`src/hw/rtl/pse_pkg.sv`:
```
package pse_pkg;

	localparam int PC_W = 5;

	localparam logic [7:0] CH_ZERO  = 8'h30;
	localparam logic [7:0] CH_NINE  = 8'h39;
	localparam logic [7:0] CH_PLUS  = 8'h2b;
	localparam logic [7:0] CH_MINUS = 8'h2d;
	localparam logic [7:0] CH_STAR  = 8'h2a;
	localparam logic [7:0] CH_SLASH = 8'h2f;

	typedef enum logic [2:0] {
		ST_OK    = 3'd0,
		ST_UNDER = 3'd1,
		ST_OVER  = 3'd2,
		ST_DIVZ  = 3'd3,
		ST_BADCH = 3'd4
	} status_t;

	typedef enum logic [4:0] {
		A_NONE,
		A_LATCH,
		A_SET_BADCH,
		A_PUSH,
		A_SET_OVER,
		A_RD_RHS,
		A_RD_LHS,
		A_CAP_LHS,
		A_ADDSUB,
		A_MUL_INIT,
		A_MUL_STEP,
		A_MUL_WR,
		A_DIV_INIT,
		A_DIV_STEP,
		A_DIV_WR,
		A_SET_DIVZ,
		A_SET_UNDER,
		A_RD_TOP,
		A_OUT_TOP,
		A_OUT_ERR
	} act_t;

	typedef enum logic [3:0] {
		C_NEVER,
		C_ALWAYS,
		C_NO_IN,
		C_ERR,
		C_IS_OP,
		C_IS_DIGIT,
		C_FULL,
		C_UNDER2,
		C_IS_DIV,
		C_IS_MUL,
		C_ITER,
		C_RHS_ZERO,
		C_NOT_LAST,
		C_NO_TOP,
		C_OUT_BUSY
	} cond_t;

	typedef struct packed {
		act_t             act;
		cond_t            cond;
		logic [PC_W-1:0]  target;
	} uword_t;

	localparam logic [PC_W-1:0] P_FETCH = 5'd0;
	localparam logic [PC_W-1:0] P_PUSH  = 5'd5;
	localparam logic [PC_W-1:0] P_OVFL  = 5'd7;
	localparam logic [PC_W-1:0] P_OPER  = 5'd8;
	localparam logic [PC_W-1:0] P_MUL   = 5'd15;
	localparam logic [PC_W-1:0] P_MULL  = 5'd16;
	localparam logic [PC_W-1:0] P_DIV   = 5'd18;
	localparam logic [PC_W-1:0] P_DIVL  = 5'd20;
	localparam logic [PC_W-1:0] P_DIVZ  = 5'd22;
	localparam logic [PC_W-1:0] P_UNDF  = 5'd23;
	localparam logic [PC_W-1:0] P_FIN   = 5'd24;
	localparam logic [PC_W-1:0] P_TOPW  = 5'd27;
	localparam logic [PC_W-1:0] P_ERRW  = 5'd29;

	function automatic uword_t ucode(input logic [PC_W-1:0] pc);
		uword_t w;
		unique case (pc)
			5'd0:  w = '{A_LATCH,     C_NO_IN,    P_FETCH};
			5'd1:  w = '{A_NONE,      C_ERR,      P_FIN};
			5'd2:  w = '{A_NONE,      C_IS_OP,    P_OPER};
			5'd3:  w = '{A_NONE,      C_IS_DIGIT, P_PUSH};
			5'd4:  w = '{A_SET_BADCH, C_ALWAYS,   P_FIN};
			5'd5:  w = '{A_NONE,      C_FULL,     P_OVFL};
			5'd6:  w = '{A_PUSH,      C_ALWAYS,   P_FIN};
			5'd7:  w = '{A_SET_OVER,  C_ALWAYS,   P_FIN};
			5'd8:  w = '{A_NONE,      C_UNDER2,   P_UNDF};
			5'd9:  w = '{A_RD_RHS,    C_NEVER,    P_FETCH};
			5'd10: w = '{A_RD_LHS,    C_NEVER,    P_FETCH};
			5'd11: w = '{A_CAP_LHS,   C_NEVER,    P_FETCH};
			5'd12: w = '{A_NONE,      C_IS_DIV,   P_DIV};
			5'd13: w = '{A_NONE,      C_IS_MUL,   P_MUL};
			5'd14: w = '{A_ADDSUB,    C_ALWAYS,   P_FIN};
			5'd15: w = '{A_MUL_INIT,  C_NEVER,    P_FETCH};
			5'd16: w = '{A_MUL_STEP,  C_ITER,     P_MULL};
			5'd17: w = '{A_MUL_WR,    C_ALWAYS,   P_FIN};
			5'd18: w = '{A_NONE,      C_RHS_ZERO, P_DIVZ};
			5'd19: w = '{A_DIV_INIT,  C_NEVER,    P_FETCH};
			5'd20: w = '{A_DIV_STEP,  C_ITER,     P_DIVL};
			5'd21: w = '{A_DIV_WR,    C_ALWAYS,   P_FIN};
			5'd22: w = '{A_SET_DIVZ,  C_ALWAYS,   P_FIN};
			5'd23: w = '{A_SET_UNDER, C_ALWAYS,   P_FIN};
			5'd24: w = '{A_NONE,      C_NOT_LAST, P_FETCH};
			5'd25: w = '{A_NONE,      C_NO_TOP,   P_ERRW};
			5'd26: w = '{A_RD_TOP,    C_NEVER,    P_FETCH};
			5'd27: w = '{A_NONE,      C_OUT_BUSY, P_TOPW};
			5'd28: w = '{A_OUT_TOP,   C_ALWAYS,   P_FETCH};
			5'd29: w = '{A_NONE,      C_OUT_BUSY, P_ERRW};
			5'd30: w = '{A_OUT_ERR,   C_ALWAYS,   P_FETCH};
			default: w = '{A_NONE,    C_ALWAYS,   P_FETCH};
		endcase
		return w;
	endfunction

endpackage

```
`src/hw/rtl/pse_in_if.sv`:
```
interface pse_in_if;
	logic       valid;
	logic       ready;
	logic [7:0] symbol;
	logic       last;

	modport source (output valid, symbol, last, input ready);
	modport sink (input valid, symbol, last, output ready);
	modport monitor (input valid, ready, symbol, last);
endinterface

```
`src/hw/rtl/pse_out_if.sv`:
```
interface pse_out_if;
	logic               valid;
	logic               ready;
	logic signed [31:0] value;
	logic [2:0]         status;

	modport source (output valid, value, status, input ready);
	modport sink (input valid, value, status, output ready);
	modport monitor (input valid, ready, value, status);
endinterface

```
`src/hw/rtl/postfix_stack_evaluator.sv`:
```
// flow: a word runs its microcode steps from acceptance; a last word then puts out the top of
// the stack or an error code, waiting while a held result is not yet taken
// throughput: one word at a time, the shared shift-add / restoring divide loop
// retires one bit per cycle and the stack memory has a single registered read port
// reset: arst_n clears the step counter, stack pointer, error code and result valid;
// the stack memory is not cleared and needs no clearing pass
module postfix_stack_evaluator #(
	parameter int STACK_DEPTH = 16,
	parameter int VALUE_WIDTH = 32
) (
	input  logic     clk,
	input  logic     arst_n,
	pse_in_if.sink   symbols,
	pse_out_if.source results
);
	import pse_pkg::*;

	localparam int W   = VALUE_WIDTH;
	localparam int AW  = (STACK_DEPTH > 1) ? $clog2(STACK_DEPTH) : 1;
	localparam int SPW = $clog2(STACK_DEPTH + 1);
	localparam int CW  = $clog2(VALUE_WIDTH);

	logic [W-1:0]    mem [STACK_DEPTH];
	logic [W-1:0]    rdata_q;

	logic [PC_W-1:0] pc_q, pc_d;
	uword_t          uw;
	logic            cond;

	logic [SPW-1:0]  sp_q;
	status_t         err_q;
	logic [7:0]      sym_q;
	logic            last_q;
	logic [CW-1:0]   cnt_q;
	logic [W-1:0]    lhs_q, rhs_q, acc_q, a_q, b_q;

	logic            out_valid_q;
	logic [31:0]     value_q;
	logic [2:0]      status_q;

	logic [SPW-1:0]  sp_m1, sp_m2;
	logic            is_digit, is_op, out_busy;
	logic            we, re;
	logic [AW-1:0]   waddr, raddr;
	logic [W-1:0]    wdata;
	logic [W-1:0]    lhs_mag, rhs_mag, quo;
	logic [W:0]      shifted, diff;

	assign uw       = ucode(pc_q);
	assign sp_m1    = sp_q - SPW'(1);
	assign sp_m2    = sp_q - SPW'(2);
	assign is_digit = (sym_q >= CH_ZERO) && (sym_q <= CH_NINE);
	assign is_op    = (sym_q == CH_PLUS) || (sym_q == CH_MINUS) ||
	                  (sym_q == CH_STAR) || (sym_q == CH_SLASH);
	assign out_busy = out_valid_q && !results.ready;

	assign lhs_mag  = lhs_q[W-1] ? (W'(0) - lhs_q) : lhs_q;
	assign rhs_mag  = rhs_q[W-1] ? (W'(0) - rhs_q) : rhs_q;
	assign shifted  = {acc_q, a_q[W-1]};
	assign diff     = shifted - {1'b0, b_q};
	assign quo      = (lhs_q[W-1] ^ rhs_q[W-1]) ? (W'(0) - a_q) : a_q;

	assign symbols.ready  = (uw.act == A_LATCH);
	assign results.valid  = out_valid_q;
	assign results.value  = value_q;
	assign results.status = status_q;

	always_comb begin
		unique case (uw.cond)
			C_NEVER:    cond = 1'b0;
			C_ALWAYS:   cond = 1'b1;
			C_NO_IN:    cond = !symbols.valid;
			C_ERR:      cond = (err_q != ST_OK);
			C_IS_OP:    cond = is_op;
			C_IS_DIGIT: cond = is_digit;
			C_FULL:     cond = (sp_q == SPW'(STACK_DEPTH));
			C_UNDER2:   cond = (sp_q < SPW'(2));
			C_IS_DIV:   cond = (sym_q == CH_SLASH);
			C_IS_MUL:   cond = (sym_q == CH_STAR);
			C_ITER:     cond = (cnt_q != CW'(VALUE_WIDTH - 1));
			C_RHS_ZERO: cond = (rhs_q == '0);
			C_NOT_LAST: cond = !last_q;
			C_NO_TOP:   cond = (err_q != ST_OK) || (sp_q == '0);
			C_OUT_BUSY: cond = out_busy;
			default:    cond = 1'b0;
		endcase
	end

	always_comb begin
		pc_d = cond ? uw.target : pc_q + PC_W'(1);
	end

	always_comb begin
		we    = 1'b0;
		re    = 1'b0;
		waddr = sp_m2[AW-1:0];
		raddr = sp_m1[AW-1:0];
		wdata = acc_q;
		unique case (uw.act)
			A_PUSH: begin
				we    = 1'b1;
				waddr = sp_q[AW-1:0];
				wdata = W'(4'(sym_q - CH_ZERO));
			end
			A_ADDSUB: begin
				we    = 1'b1;
				wdata = (sym_q == CH_PLUS) ? lhs_q + rhs_q : lhs_q - rhs_q;
			end
			A_MUL_WR: begin
				we    = 1'b1;
			end
			A_DIV_WR: begin
				we    = 1'b1;
				wdata = quo;
			end
			A_RD_RHS, A_RD_TOP: begin
				re    = 1'b1;
			end
			A_RD_LHS: begin
				re    = 1'b1;
				raddr = sp_m2[AW-1:0];
			end
			default: begin
			end
		endcase
	end

	always_ff @(posedge clk) begin
		if (we) begin
			mem[waddr] <= wdata;
		end
		if (re) begin
			rdata_q <= mem[raddr];
		end
	end

	always_ff @(posedge clk or negedge arst_n) begin
		if (!arst_n) begin
			pc_q        <= P_FETCH;
			sp_q        <= '0;
			err_q       <= ST_OK;
			cnt_q       <= '0;
			out_valid_q <= 1'b0;
		end else begin
			pc_q <= pc_d;
			if (uw.act == A_OUT_TOP || uw.act == A_OUT_ERR) begin
				out_valid_q <= 1'b1;
			end else if (results.ready) begin
				out_valid_q <= 1'b0;
			end
			unique case (uw.act)
				A_SET_BADCH: err_q <= ST_BADCH;
				A_SET_OVER:  err_q <= ST_OVER;
				A_SET_DIVZ:  err_q <= ST_DIVZ;
				A_SET_UNDER: err_q <= ST_UNDER;
				A_PUSH:      sp_q  <= sp_q + SPW'(1);
				A_ADDSUB, A_MUL_WR, A_DIV_WR: sp_q <= sp_m1;
				A_MUL_INIT, A_DIV_INIT: cnt_q <= '0;
				A_MUL_STEP, A_DIV_STEP: cnt_q <= cnt_q + CW'(1);
				A_OUT_TOP, A_OUT_ERR: begin
					sp_q        <= '0;
					err_q       <= ST_OK;
				end
				default: begin
				end
			endcase
		end
	end

	always_ff @(posedge clk) begin
		unique case (uw.act)
			A_LATCH: begin
				if (symbols.valid) begin
					sym_q  <= symbols.symbol;
					last_q <= symbols.last;
				end
			end
			A_RD_LHS:  rhs_q <= rdata_q;
			A_CAP_LHS: lhs_q <= rdata_q;
			A_MUL_INIT: begin
				acc_q <= '0;
				a_q   <= lhs_q;
				b_q   <= rhs_q;
			end
			A_MUL_STEP: begin
				if (b_q[0]) begin
					acc_q <= acc_q + a_q;
				end
				a_q <= {a_q[W-2:0], 1'b0};
				b_q <= {1'b0, b_q[W-1:1]};
			end
			A_DIV_INIT: begin
				acc_q <= '0;
				a_q   <= lhs_mag;
				b_q   <= rhs_mag;
			end
			A_DIV_STEP: begin
				if (!diff[W]) begin
					acc_q <= diff[W-1:0];
					a_q   <= {a_q[W-2:0], 1'b1};
				end else begin
					acc_q <= shifted[W-1:0];
					a_q   <= {a_q[W-2:0], 1'b0};
				end
			end
			A_OUT_TOP: begin
				value_q  <= 32'($signed(rdata_q));
				status_q <= ST_OK;
			end
			A_OUT_ERR: begin
				value_q  <= '0;
				status_q <= (err_q != ST_OK) ? err_q : ST_UNDER;
			end
			default: begin
			end
		endcase
	end

endmodule

```
`src/flat_wrapper.sv`:
```
// flat-port wrapper written by rule: the top's interface ports become plain ports
module postfix_stack_evaluator_flat import pse_pkg::*;
#(
	parameter int STACK_DEPTH = 16,
	parameter int VALUE_WIDTH = 32
)
  (clk, arst_n, symbols_valid, symbols_symbol, symbols_last, symbols_ready, results_valid, results_value, results_status, results_ready);
  pse_in_if symbols_i ();
  pse_out_if results_i ();
  input  logic clk;
  input  logic arst_n;
  input wire logic [$bits(symbols_i.valid)-1:0] symbols_valid;
  input wire logic [$bits(symbols_i.symbol)-1:0] symbols_symbol;
  input wire logic [$bits(symbols_i.last)-1:0] symbols_last;
  output wire logic [$bits(symbols_i.ready)-1:0] symbols_ready;
  output wire logic [$bits(results_i.valid)-1:0] results_valid;
  output wire logic [$bits(results_i.value)-1:0] results_value;
  output wire logic [$bits(results_i.status)-1:0] results_status;
  input wire logic [$bits(results_i.ready)-1:0] results_ready;
  assign symbols_i.valid = symbols_valid;
  assign symbols_i.symbol = symbols_symbol;
  assign symbols_i.last = symbols_last;
  assign symbols_ready = symbols_i.ready;
  assign results_valid = results_i.valid;
  assign results_value = results_i.value;
  assign results_status = results_i.status;
  assign results_i.ready = results_ready;
  postfix_stack_evaluator #(.STACK_DEPTH(STACK_DEPTH), .VALUE_WIDTH(VALUE_WIDTH)) u_core (.clk(clk), .arst_n(arst_n), .symbols(symbols_i), .results(results_i));
endmodule
```
`config.mk`:
```
export PLATFORM = sky130hd
export DESIGN_NAME = postfix_stack_evaluator_flat
export DESIGN_NICKNAME = d
export VERILOG_FILES = /design/src/hw/rtl/pse_pkg.sv /design/src/hw/rtl/pse_in_if.sv /design/src/hw/rtl/pse_out_if.sv /design/src/hw/rtl/postfix_stack_evaluator.sv /design/src/flat_wrapper.sv
export SDC_FILE = /design/constraint.sdc
export NUM_CORES = 1
export LEC_CHECK = 0
export ABC_CLOCK_PERIOD_IN_PS = 14000
export CORE_MARGIN = 2
export CORE_UTILIZATION = 38
export CTS_BUF_LIST = sky130_fd_sc_hd__clkbuf_2
export CTS_CLUSTER_SIZE = 16
export DETAILED_ROUTE_END_ITERATION = 12
export DONT_BUFFER_PORTS = 1
export SLEW_MARGIN = 0
export SYNTH_ARGS = -nofsm -noshare
export SYNTH_HDL_FRONTEND = slang
export SYNTH_SLANG_ARGS = --single-unit
```
`constraint.sdc`:
```
create_clock -name clk -period 14 [get_ports clk]
set_clock_uncertainty 0.2 [all_clocks]
set_input_delay 0.7 -clock clk [delete_from_list [all_inputs] [get_ports clk]]
set_output_delay 0.7 -clock clk [all_outputs]
set_load 0.005 [all_outputs]
```
==> metrics.cfg <==
[die]
die_y_um=322.4
fp.dieArea_sq_um=103900
rows=116
initial_utilization_pct=38.41
chipWidth_um=322.4
coreArea_sq_um=100300
ios=50

[timing]
period_minus_slack_ns=6.785
setup_tns_ns=0
rsz0062_at_grt=false
drv_slew=0
setup_viol=0
worstMarginPinSlew_ns=1.303
hold_viol_final=0
maxSlewHeadroom_pct=13.15
min_period_over_period_pct=48.46
max_freq_ghz=0.1474

[cells_and_area]
drive_gt1_share_pct=14.83
synthToLayoutAreaGrowth_pct=10.34
finalNonFillerCells=4831
fillers=9435
nets=3454
stdcell_area_sq_um=42500

[setup_path]
critical_path_class=reg2reg
endpoint_kind=flip-flop
cp-start-kind=flip-flop
critical_path_required_ns=14.82
cp_max_fo=16
arrival_ns=7.61

[placement]
dp.cells=4456
hpwl_mm=66.36
io_buffers=0
finalWeightedCongestion=0.8730
placed_area_sq_um=40430

[hold_path]
hold_class=in2async

[grt]
grt_pass1_vias=25860
gr-total-overflow=0
grtUsageTotal_pct=20.26
grt_first_pass_wirelength_mm=158.8
antenna_found_initial=2
grt_max_degree=130

[drt]
wl_per_cell_um=21.83
dr_total_vias=26710
drc=0
ant_nets=0
totalWireLength_mm=105.4
drt_iter0_drc=2771
first_pass_iters=6
vias_per_cell=5.528

[synthesis]
synth_nets=3313
syn_area_per_cell_sq_um=12.11
synthTopCellsByArea=edfxtp_1 (58%), nand2_1 (4.5%), mux4_2 (3.9%)
yosys_register_bits=767
synth.top_cell.area_share_pct=58.32
ys.flop_type=edfxtp_1
synth_enable_flop_cells=748
yosys_warnings=0
synth.yosys.seq_area_share_pct=59.55
mappedNetlistArea_sq_um=38520
synth_cell_types=89
synth_most_common_cell=edfxtp_1
synthTopCellsByCount=edfxtp_1 (748), nand2_1 (461), a21oi_1 (178)
synthCells=3180
synth.largest_area_cell=edfxtp_1
async_flop_share_pct=2.477

[clocking]
cts_resized=0
cts_sinks=767
cts-root-buf=clkbuf_2
numCtsBuffers=194
cts_tree=done
h-tree-depth=4
clock_path_buffers=3
path_clk_slew_ns=0.12
clkLatencyLatePin_ns=1.51

[outcome]
outcome=finished clean

[run]
drv_cap=0

state kept, by name, indices dropped and copies added, names as in the netlist:
name                   count
u_core.cnt_q               5
u_core.err_q               3
u_core.last_q              1
u_core.acc_q              32
u_core.lhs_q              32
u_core.results.value      32
u_core.sp_q                5
u_core.pc_q                5
u_core.sym_q               8
u_core.results.status      3
u_core.b_q                32
u_core.mem               512
u_core.rdata_q            32
u_core.a_q                32
u_core.rhs_q              32
u_core.results.valid       1
stage by stage:
step	util [%]	worst slack (ns)	hold slack (ns)
5_1_grt	42.37	6.865	0.1185
6_report	42.37	7.215	0.2672
4_1_cts	42.35	7.265	0.1212
3_5_place_dp	40.32	7.342	0.2050
3_3_place_gp	40.32	7.513	0.2050
2_1_floorplan	-	8.513	0.2044
routing by layer:
metal	share of wire [%]	vias up	track usage [%]
met5	0	-	0
met1	44	13040	27.82
li1	-	12570	-
met3	8.0	145	4.740
met4	2.0	0	6.189
met2	46	962	31.87
worst paths after layout:
check | startpoint | end | slack (ns) | cells past startpoint
setup / recovery | u_core.rhs_q[1] | u_core.mem[1][28] | 7.22 | 19
hold / removal | arst_n | u_core.pc_q[1] | 0.27 | 2
setup reg to reg | u_core.rhs_q[1] | u_core.mem[1][28] | 7.22 | 19
hold reg to reg | u_core.rdata_q[11] | u_core.lhs_q[11] | 0.29 | 0
max in group asynchronous | arst_n | u_core.cnt_q[2] | 12.70 | 2
min in group clk | u_core.rdata_q[11] | u_core.lhs_q[11] | 0.29 | 0
critical path, cell delays in order (launching register included):
cell and delay (ns):
edfxtp_1 0.45, inv_1 0.11, ha_1 0.21, or3b_1 0.49, or2_2 0.35, or3_1 0.41
nor3_1 0.34, nor3b_1 0.37, nor2_1 0.09, xor2_1 0.17, ha_1 0.39, nand3_1 0.10
a21oi_1 0.15, nor2b_1 0.06, o21ai_0 0.13, o21ai_0 0.25, o311ai_0 0.82, o31ai_1 0.15
xor2_1 0.18, o221ai_1 0.98
area by class of cell:
type                    count  area [sq um]  share of cell area [%]
multi-input cells        2172         14890                   35.03
inverters                  80         300.3                  0.7066
clock inverters            65         399.1                  0.9392
well taps                1357          1698                   3.995
repair buffers            106         874.6                   2.058
clock buffers             277          1386                   3.262
flip-flops and latches    767         22940                   53.97
diodes                      7         17.52                 0.04122
placed cells by master, fill, tap and decap left out, types with 25 or more instances in the layout:
cell type / count
o22ai_1: 31
mux2i_1: 36
edfxtp_1: 748
nand3_1: 164
and2_1: 44
a21oi_1: 177
xnor2_1: 75
dlygate4sd3_1: 25
nor3b_1: 26
a22oi_1: 41
nor3_1: 61
or3_1: 25
nand2_1: 461
a221o_1: 28
inv_1: 78
a21o_1: 47
o21ai_0: 141
ha_1: 117
mux4_2: 66
nor2_1: 107
xor2_1: 73
buf_4: 79
nand4_1: 49
clkbuf_2: 277
o21ai_1: 33
nor2b_1: 28
clkinv_1: 47
cell families (layout without fill, tap and decap cells):
family	count (synthesis)	count (layout)	share of synthesized area, %
xor gates and xnor gates	152	152	3.476
AOI/OAI and AO/OA	704	704	11.86
and+or+nand+nor	1086	1086	13.50
muxes	110	110	5.022
DFF	767	767	59.55
buffers and inverters	241	528	2.631
other	0	7	0
adders and majority gates	120	120	3.957
what timing repair did:
item / CTS / global route
setup buffers: 0 / 0
hold endpoints to repair: 43 / 0
hold buffers: 25 / 0
Power is not shown: default switching activity piles up to over one toggle a cycle in this logic, so the estimate is an artifact.
